File: src/design/page_framebuffer_draw_and_refresh_unit_assert.svh
// Assertion macros used by the page framebuffer datapath.
`ifndef PAGE_FRAMEBUFFER_DRAW_AND_REFRESH_UNIT_ASSERT_SVH
`define PAGE_FRAMEBUFFER_DRAW_AND_REFRESH_UNIT_ASSERT_SVH

// Same-cycle implication.
`define PFB_ASSERT_IMPL(label, clk, rstn, ante, cons, msg) \
    label: assert property (@(posedge clk) disable iff (!rstn) (ante) |-> (cons)) \
        else $error(msg);

// Next-cycle implication.
`define PFB_ASSERT_NEXT(label, clk, rstn, ante, cons, msg) \
    label: assert property (@(posedge clk) disable iff (!rstn) (ante) |=> (cons)) \
        else $error(msg);

`endif

File: src/design/pfb_pkg.sv
// Types, codes and constants shared by the page framebuffer modules.
`default_nettype none

package pfb_pkg;

    localparam int COLUMNS_DEF = 128;
    localparam int PAGES_DEF   = 8;
    localparam int GROUP_WIDTH = 32;

    localparam logic [7:0] CMD_PAGE_BASE = 8'hB0;
    localparam logic [7:0] CMD_COL_LOW   = 8'h00;
    localparam logic [7:0] CMD_COL_HIGH  = 8'h10;

    localparam logic [2:0] KIND_POINT   = 3'd0;
    localparam logic [2:0] KIND_FILL    = 3'd1;
    localparam logic [2:0] KIND_CLEAR   = 3'd2;
    localparam logic [2:0] KIND_OVERLAY = 3'd3;
    localparam logic [2:0] KIND_REFRESH = 3'd4;

    typedef struct packed {
        logic [2:0] kind;
        logic [7:0] x_start;
        logic [7:0] y_start;
        logic [7:0] x_end;
        logic [7:0] y_end;
        logic       pixel_on;
        logic [2:0] page;
        logic [6:0] column;
        logic [7:0] overlay_byte;
        logic [1:0] column_group;
    } in_item_t;

    typedef struct packed {
        logic       is_data;
        logic [7:0] payload;
        logic       last;
    } out_item_t;

    typedef enum logic [2:0] {
        EMIT_NONE,
        EMIT_PAGE,
        EMIT_LOW,
        EMIT_HIGH,
        EMIT_DATA
    } emit_t;

    typedef struct packed {
        logic  load;
        logic  init;
        logic  clr_frame;
        logic  clr_ovl;
        logic  clr_step;
        logic  fill_wr;
        logic  ovl_wr;
        logic  advance;
        emit_t emit;
    } dp_cmd_t;

    typedef struct packed {
        logic [2:0] kind;
        logic       fill_empty;
        logic       fill_last;
        logic       ref_none;
        logic       grp_zero;
        logic       ref_last;
        logic       ovl_ok;
        logic       clr_last;
        logic       out_free;
    } dp_status_t;

endpackage

`default_nettype wire

File: src/design/pfb_ctrl.sv
// Controller: sequences clear sweeps, fills, overlay writes and refresh groups.
`default_nettype none

module pfb_ctrl
    import pfb_pkg::*;
(
    input  wire logic       aclk,
    input  wire logic       aresetn,
    input  wire logic       s_valid,
    output logic            s_ready,
    input  wire dp_status_t st,
    output dp_cmd_t         cmd
);

    typedef enum logic [3:0] {
        ST_RST_CLR,
        ST_IDLE,
        ST_DECODE,
        ST_CLR,
        ST_FILL_RD,
        ST_FILL_WR,
        ST_OVL_WR,
        ST_CMD_PAGE,
        ST_CMD_LOW,
        ST_CMD_HIGH,
        ST_REF_RD,
        ST_REF_WR
    } state_t;

    state_t state_reg;
    state_t state_next;
    logic   s_ready_reg;

    always_comb begin
        state_next = state_reg;
        cmd        = '0;
        cmd.emit   = EMIT_NONE;
        unique case (state_reg)
            ST_RST_CLR: begin
                cmd.clr_frame = 1'b1;
                cmd.clr_ovl   = 1'b1;
                cmd.clr_step  = 1'b1;
                if (st.clr_last) state_next = ST_IDLE;
            end
            ST_IDLE: begin
                if (s_valid && s_ready_reg) begin
                    cmd.load   = 1'b1;
                    state_next = ST_DECODE;
                end
            end
            ST_DECODE: begin
                cmd.init = 1'b1;
                unique case (st.kind)
                    KIND_POINT, KIND_FILL: begin
                        state_next = st.fill_empty ? ST_IDLE : ST_FILL_RD;
                    end
                    KIND_CLEAR:   state_next = ST_CLR;
                    KIND_OVERLAY: state_next = st.ovl_ok ? ST_OVL_WR : ST_IDLE;
                    KIND_REFRESH: begin
                        priority if (st.ref_none) begin
                            state_next = ST_IDLE;
                        end else if (st.grp_zero) begin
                            state_next = ST_CMD_PAGE;
                        end else begin
                            state_next = ST_REF_RD;
                        end
                    end
                    default: state_next = ST_IDLE;
                endcase
            end
            ST_CLR: begin
                cmd.clr_frame = 1'b1;
                cmd.clr_step  = 1'b1;
                if (st.clr_last) state_next = ST_IDLE;
            end
            ST_FILL_RD: state_next = ST_FILL_WR;
            ST_FILL_WR: begin
                cmd.fill_wr = 1'b1;
                cmd.advance = 1'b1;
                state_next  = st.fill_last ? ST_IDLE : ST_FILL_RD;
            end
            ST_OVL_WR: begin
                cmd.ovl_wr = 1'b1;
                state_next = ST_IDLE;
            end
            ST_CMD_PAGE: begin
                if (st.out_free) begin
                    cmd.emit   = EMIT_PAGE;
                    state_next = ST_CMD_LOW;
                end
            end
            ST_CMD_LOW: begin
                if (st.out_free) begin
                    cmd.emit   = EMIT_LOW;
                    state_next = ST_CMD_HIGH;
                end
            end
            ST_CMD_HIGH: begin
                if (st.out_free) begin
                    cmd.emit   = EMIT_HIGH;
                    state_next = ST_REF_RD;
                end
            end
            ST_REF_RD: state_next = ST_REF_WR;
            ST_REF_WR: begin
                if (st.out_free) begin
                    cmd.emit    = EMIT_DATA;
                    cmd.advance = 1'b1;
                    state_next  = st.ref_last ? ST_IDLE : ST_REF_RD;
                end
            end
            default: state_next = ST_IDLE;
        endcase
    end

    always_ff @(posedge aclk) begin
        if (!aresetn) begin
            state_reg   <= ST_RST_CLR;
            s_ready_reg <= 1'b0;
        end else begin
            state_reg   <= state_next;
            s_ready_reg <= (state_next == ST_IDLE);
        end
    end

    assign s_ready = s_ready_reg;

endmodule

`default_nettype wire

File: config.mk
export PLATFORM = sky130hd
export DESIGN_NAME = pfb_ctrl
export DESIGN_NICKNAME = d
export VERILOG_FILES = /design/src/design/page_framebuffer_draw_and_refresh_unit_assert.svh /design/src/design/pfb_pkg.sv /design/src/design/pfb_ctrl.sv
export SDC_FILE = /design/constraint.sdc
export NUM_CORES = 1
export LEC_CHECK = 0
export BUFFER_PORTS_ARGS = -buffer_cell sky130_fd_sc_hd__buf_2
export CORE_MARGIN = 2
export CORE_UTILIZATION = 39
export CTS_CLUSTER_DIAMETER = 80
export DETAILED_ROUTE_END_ITERATION = 6
export PLACE_DENSITY_LB_ADDON = 0.15
export RECOVER_POWER = 100
export SYNTH_ARGS = -nofsm -noshare
export SYNTH_HDL_FRONTEND = slang
export SYNTH_SLANG_ARGS = --single-unit
File: constraint.sdc
create_clock -name aclk -period 1.5 [get_ports aclk]
set_input_delay 0.15 -clock aclk [delete_from_list [all_inputs] [get_ports aclk]]
set_output_delay 0.15 -clock aclk [all_outputs]
set_load 0.1 [all_outputs]
==> summary.txt, run 1 <==
Timing
  • WEP type: primary output
  • Grt repair worst endpoint: cmd[10]

Synth
  • Commonest cells in the netlist: nor2_1 (7), nand2_1 (6), o21ai_0 (6)
  • Sequential area share after synthesis: 18.91%
  • Mean post-synth cell area: 6.616 um^2
  • Ys flop type: dfxtp_1
  • Post-synth EDFFs: 0
  • Post-synth top area share: 18.91%
  • Top area cells in the synthesized netlist: dfxtp_1 (19%), o21ai_0 (5.7%), nor2_1 (5.0%)
  • Number of synthesized register bits: 5
  • Most common cell in the netlist: nor2_1
  • Synth cell types: 31
  • Mapped cell area: 529.3 um^2
  • Ys Warns: 0
  • Syn_nets: 94
  • Syn Inst Count: 80
  • Area leader, netlist: dfxtp_1
  • FFs w/ async S/R, synth: 0%

GRT
  • Largest net degree at the start of global routing: 10

Floorplan
  • Die X: 40.84 um
  • Die H: 40.84 um
  • Io pins: 26
  • Starting density of the core: 41.19%
  • # rows: 13

Outcome
  • Error: [ERROR DPL-0038] Utilization greater than 100%, impossible to legalize
  • Fail Step: global routing
  • Status: did not finish

Place
  • Port-buffer cells: 25
  • Final GP Congestion: 0.9308
  • Dpl hpwl: 1302 um

Clock tree
  • CTS sink cnt: 5
  • Root Buffer: clkbuf_4
  • Post-CTS Hold Buffers: 0
  • Num CTS Buffers: 3
  • Htree depth: 1
  • Clock tree buffer depth: 2
[logic make-up after synthesis]
group	after synthesis	synth area share [%]
DFF	5	18.91
AOI/OAI and AO/OA	23	26.95
xor gates and xnor gates	1	1.655
and+or+nand+nor	41	43.73
buffers and inverters	10	8.746
[through the flow]
step / cells / setup slack (ps) / area (um^2) / util [%]
after floorplan: 80 / -571.0 / 680.7 / -
after global placement: 131 / 2.078 / 1054 / 81.99
after detailed placement: 131 / -56.19 / 1054 / 81.99
after CTS: 144 / -59.88 / 1214 / 94.45
[timing repair]
item / in CTS
setup endpoints to repair: 13
gates resized for setup: 21
pin swaps: 5
setup buffers: 9
==> run 2: changes to the inputs <==
Settings changed: CORE_AREA set to 2 2 63 65, CORE_MARGIN 2 to unset, CORE_UTILIZATION 39 to unset, CTS_CLUSTER_DIAMETER 80 to unset, DIE_AREA set to 0 0 65 67.
Clock period 1.5 ns to 2 ns, I/O delays scaled along.
==> run 2 against run 1 <==
The run now ends clean. Synthesized area unchanged. Synthesized cell count unchanged.
==> summary.txt, run 2 <==
Outcome
  • Status: finished, final reports clean

Floorplan
  • Die X: 65 um (+59%)
  • Core box area: 3606 um^2
  • Starting density of the core: 14.68% (-27 points)
  • Io pins: 26 (unchanged)
  • Die H: 67 um (+64%)
  • Die ar.: 4355 um^2
  • # rows: 22 (+9)

Synth
  • Syn Inst Count: 80 (unchanged)
  • Mapped cell area: 529.3 um^2 (unchanged)
  • Syn_nets: 94 (unchanged)
  • Post-synth EDFFs: 0 (unchanged)
  • Area leader, netlist: dfxtp_1
  • Number of synthesized register bits: 5 (unchanged)
  • Commonest cells in the netlist: nor2_1 (7), nand2_1 (6), o21ai_0 (6)
  • FFs w/ async S/R, synth: 0% (unchanged)
  • Ys Warns: 0 (unchanged)
  • Mean post-synth cell area: 6.616 um^2 (unchanged)
  • Top area cells in the synthesized netlist: dfxtp_1 (19%), o21ai_0 (5.7%), nor2_1 (5.0%)
  • Ys flop type: dfxtp_1
  • Most common cell in the netlist: nor2_1
  • Synth cell types: 31 (unchanged)
  • Post-synth top area share: 18.91% (unchanged)
  • Sequential area share after synthesis: 18.91% (unchanged)

Power
  • Pint: 306.0 uW
  • Worst VDD drop: 0.2828 mV
  • Cell Pwr Density: 575.7 nW/um^2
  • Net Switching: 186.6 uW
  • Pleak: 0.3274 nW
  • Combinational Power Share: 39.9%
  • Clock Power Share: 37.0%
  • Sequential share of power: 23.1%
  • Post-route total power: 492.7 uW
  • Sw frac: 37.88%

GRT
  • Initial antenna violation count: 0
  • Vias in the first global route: 604
  • Largest net degree at the start of global routing: 17
  • Congestion Overflow GR: 0
  • Global-route wire length before repair: 2760 um
  • Gr usage total: 8.470%

Place
  • Final GP Congestion: 0.7796 (-16%)
  • Dpl hpwl: 1376 um (+5.7%)
  • Port-buffer cells: 25 (unchanged)

Route
  • Total number of vias: 646
  • Initial DRT Pass Iterations: 4
  • Drt wl/cell: 10.88 um
  • Detail Route Antenna Nets: 0
  • Remaining DRCs: 0
  • First-iteration detailed-routing DRC count: 10
  • DR vias/cell: 4.222
  • Final wirelength: 1665 um

Finish
  • Area grow syn2layout: 61.70%
  • Post-route core utilization: 23.73%
  • Most common cell after layout, fill and taps aside: buf_2
  • Largest register FFs: 4
  • Nets: 120
  • Most frequent cells in the layout: buf_2 (13), o21ai_0 (6), nand2_1 (5), a21oi_1 (5), buf_12 (5)
  • Layout cell share with drive strength beyond 1: 39.05%
  • Diode count: 0

Clock tree
  • Htree depth: 1 (unchanged)
  • Post-CTS Hold Buffers: 0 (unchanged)
  • CTS tree: yes
  • Post-CTS Resized: 0 (-100%)
  • Clock tree buffer depth: 2 (unchanged)
  • Clock slew at reported path FFs: 30 ps
  • Worst skew pair latency: 220 ps
  • Root Buffer: clkbuf_8
  • Num CTS Buffers: 3 (unchanged)
  • CTS sink cnt: 5 (unchanged)
  • Setup bufs post-CTS: 0 (-9)

Timing
  • RSZ-0062 raised after global routing: no
  • Final min period: 1833 ps
  • Fin. Hold Viols: 0
  • Tcrit/Tclk final: 91.66%
  • Fmax: 545.5 MHz
  • Clock Skews: 0.7702 ps
  • # setup viols final: 0
  • Slew HR: 22.24%
  • Slew @ Worst Pin: 1171 ps
  • Fin. max-slew vios: 0
  • Setup TNS: 0 ps

Critical path
  • Max FO, Critical Path: 11
  • Worst path required time: 1800 ps
  • Worst setup path class: register to output port
  • Kind of start point of the critical path: register
  • CP Data Arrival Time: 1630 ps
  • CP endpoint kind: output port
  • R2R Setup Slk: 340 ps

Flow run
  • Max_cap viols: 0

Min path
  • Min-delay worst type: input pin to register
run 2: cell counts after synthesis:
No cell type changed its count.
run 2: layer usage:
layer,vias to the layer above,track usage [%],routed length [um]
met3,2,3.041,133
met2,23,13.27,689
met1,284,10.26,817
met5,-,0,0
met4,0,3.989,25
li1,337,-,-
run 2: power groups by stage:
stage | Sequential [mW] | Combinational (mW) | Clock, mW
4_1_cts | 0.114 | 0.203 | 0.190
5_1_grt | 0.115 | 0.209 | 0.197
6_report | 0.114 | 0.197 | 0.182
2_1_floorplan | 0.131 | 0.127 | 0
3_3_place_gp | 0.116 | 0.203 | 0
3_5_place_dp | 0.116 | 0.203 | 0
run 2: worst paths after layout:
kind | from | to | cells past startpoint
max | state_reg[2] | cmd[4] | 3
min | aresetn | state_reg[3] | 2
max reg2reg | state_reg[2] | s_ready | 5
min reg2reg | s_ready | state_reg[0] | 5
run 2: through the flow:
| stage | hold WS [ps] | std cells | worst slack, ps | cell area, um^2 |
|---|---|---|---|---|
| 2_1_floorplan | 321.7 | 80 | -450.9 | 584.3 |
| 3_3_place_gp | 447.5 | 149 | 331.9 | 843.3 |
| 3_5_place_dp | 452.8 | 149 | 290.0 | 843.3 |
| 4_1_cts | 224.6 | 153 | 51.93 | 888.4 |
| 5_1_grt | 243.4 | 153 | 59.77 | 855.8 |
| 6_report | 229.7 | 153 | 166.7 | 855.8 |
run 2: layout make-up:
class,count,area (um^2)
fill,417,2750
timing repair buffer,27,219.0
clock buffer,4,45.04
multi-input combinational,65,412.9
inverter,4,15.01
sequential,5,103.9
tap,48,60.06
run 2: worst max-delay path, stage by stage (launching register included):
cell and delay, ps:
dfxtp_1 550, nand2_1 250, nor2_2 150, clkbuf_2 460
run 2: cells by family after synthesis:
kind of cell | after synthesis | share of synthesized area, %
DFF | 5 | 18.91
and+or+nand+nor | 41 | 43.73
xor gates and xnor gates | 1 | 1.655
AOI/OAI and AO/OA | 23 | 26.95
buffers and inverters | 10 | 8.746
Note: power is estimated with default switching activity, not from simulation.
==> run 3: changes to the inputs <==
Settings changed: RECOVER_POWER 100 to 50.
==> run 3 against run 2 <==
Worst setup slack got worse by 6.1 ps. Highest routed layer unchanged. Largest cell class unchanged. Global-route usage did not move. Final area rose by 2.8%.
==> summary.txt, run 3 (synthesis results as in run 2) <==
Outcome
  • Status: finished, final reports clean

Critical path
  • Kind of start point of the critical path: register
  • Max FO, Critical Path: 12 (+1)
  • Worst setup path class: register to output port
  • Worst path required time: 1800 ps (about the same)
  • CP Data Arrival Time: 1640 ps (about the same)
  • CP endpoint kind: output port

Clock tree
  • Clock tree buffer depth: 2 (unchanged)
  • CTS tree: yes
  • Worst skew pair latency: 220 ps (about the same)
  • Num CTS Buffers: 3 (unchanged)
  • Setup bufs post-CTS: 0 (unchanged)
  • CTS sink cnt: 5 (unchanged)
  • Root Buffer: clkbuf_8
  • Post-CTS Resized: 0 (unchanged)
  • Post-CTS Hold Buffers: 0 (unchanged)
  • Clock slew at reported path FFs: 30 ps (about the same)
  • Htree depth: 1 (unchanged)

Timing
  • Fmax: 543.7 MHz (-0.33%)
  • Final min period: 1839 ps (+6.051 ps)
  • Fin. Hold Viols: 0 (unchanged)
  • Tcrit/Tclk final: 91.97% (+0.30 points)
  • Fin. max-slew vios: 0 (unchanged)
  • # setup viols final: 0 (unchanged)
  • Clock Skews: 0.7702 ps (unchanged)
  • Slew @ Worst Pin: 1171 ps (unchanged)
  • Setup ws final: 160.7 ps (-6.051 ps)
  • RSZ-0062 raised after global routing: no
  • Slew HR: 22.24% (unchanged)

Place
  • Dpl hpwl: 1376 um (unchanged)
  • # placed instances: 149 (unchanged)
  • Port-buffer cells: 25 (unchanged)
  • Place WS: 290.0 ps (unchanged)
  • Final GP Congestion: 0.7796 (unchanged)

GRT
  • Global-route wire length before repair: 2760 um (unchanged)
  • Initial antenna violation count: 0 (unchanged)
  • Gr usage total: 8.470% (unchanged)
  • Vias in the first global route: 604 (unchanged)
  • Largest net degree at the start of global routing: 17 (unchanged)
  • Congestion Overflow GR: 0 (unchanged)

Finish
  • Post-route core utilization: 24.39% (+0.66 points)
  • Largest register FFs: 4 (unchanged)
  • Area grow syn2layout: 66.19%
  • Nets: 120 (unchanged)
  • Diode count: 0 (unchanged)
  • Layout cell share with drive strength beyond 1: 40.95% (+1.9 points)
  • Non-filler cells in the finished layout: 153 (unchanged)
  • Most frequent cells in the layout: buf_2 (16), o21ai_0 (6), buf_12 (6)
  • Most common cell after layout, fill and taps aside: buf_2

Power
  • Sw frac: 37.89% (about the same)
  • Worst VDD drop: 0.2828 mV (about the same)
  • Pint: 307.1 uW (+0.36%)
  • Net Switching: 187.3 uW (+0.37%)
  • Sequential share of power: 23.1% (about the same)
  • Clock Power Share: 36.8% (-0.2 points)
  • Pleak: 0.3345 nW (+2.2%)
  • Cell Pwr Density: 562.1 nW/um^2 (-2.4%)
  • Combinational Power Share: 40.1% (+0.2 points)
  • Post-route total power: 494.5 uW (+0.36%)

Floorplan
  • Die ar.: 4355 um^2 (unchanged)
  • Starting density of the core: 14.68% (unchanged)
  • Io pins: 26 (unchanged)
  • Die H: 67 um (unchanged)
  • # rows: 22 (unchanged)
  • Die X: 65 um (unchanged)
  • Core box area: 3606 um^2 (unchanged)

Route
  • DR vias/cell: 4.222 (unchanged)
  • Total number of vias: 646 (unchanged)
  • First-iteration detailed-routing DRC count: 14 (+4)
  • Detail Route Antenna Nets: 0 (unchanged)
  • Initial DRT Pass Iterations: 4 (unchanged)
  • Final wirelength: 1672 um (+0.42%)
  • Remaining DRCs: 0 (unchanged)
  • Drt wl/cell: 10.93 um (+0.42%)

Min path
  • Min-delay worst type: input pin to register

Flow run
  • Max_cap viols: 0 (unchanged)
-- run 3: cell count changes in the layout (fill, tap and decap cells not counted), sizes merged --
cell,delta
buf,+3
clkbuf,-3
-- run 3: path summary, 6_finish.rpt --
kind | from | end | slack [ps] | cells after the start
worst max register to register | state_reg[2] | s_ready | 340 | 5
worst min register to register | s_ready | state_reg[0] | 780 | 5
worst min-delay path | aresetn | state_reg[3] | 230 | 2
worst max-delay path | state_reg[3] | cmd[0] | 160 | 4
-- run 3: power by group through the flow --
stage | registers [mW] | clock network [mW] | logic (mW)
final | 0.114 | 0.182 | 0.198
after global routing | 0.115 | 0.197 | 0.211
after CTS | 0.114 | 0.190 | 0.203
after detailed placement | 0.116 | 0 | 0.203
after global placement | 0.116 | 0 | 0.203
after floorplan | 0.131 | 0 | 0.127
-- run 3: final cells by class --
type / instances / area, um^2
clock buffers: 4 / 45.04
flip-flops and latches: 5 / 103.9
fillers: 414 / 2726
repair buffers: 27 / 231.5
inverters: 4 / 15.01
multi-input cells: 65 / 424.2
well taps: 48 / 60.06
-- run 3: stage by stage --
step                      TNS [ps]  hold slack, ps  area, um^2
after floorplan             -813.3           321.7       584.3
after global placement           0           447.5       843.3
after detailed placement         0           452.8       843.3
after CTS                        0           224.6       888.4
after global routing             0           243.4       879.6
final                            0           229.7       879.6
-- run 3: per-layer routing --
layer  share of wire (%)  vias to the layer above  track usage [%]
met5                   0                        -                0
met4                 1.5                        0            3.989
met3                 8.0                        2            3.041
met2                  41                       23            13.27
met1                  49                      285            10.26
li1                    -                      336                -
-- run 3: critical path, stage by stage (launching register included) --
cell      delay [ps]
dfxtp_1          560
nand2b_1         260
o22ai_1          210
nor2b_2          210
buf_12           190
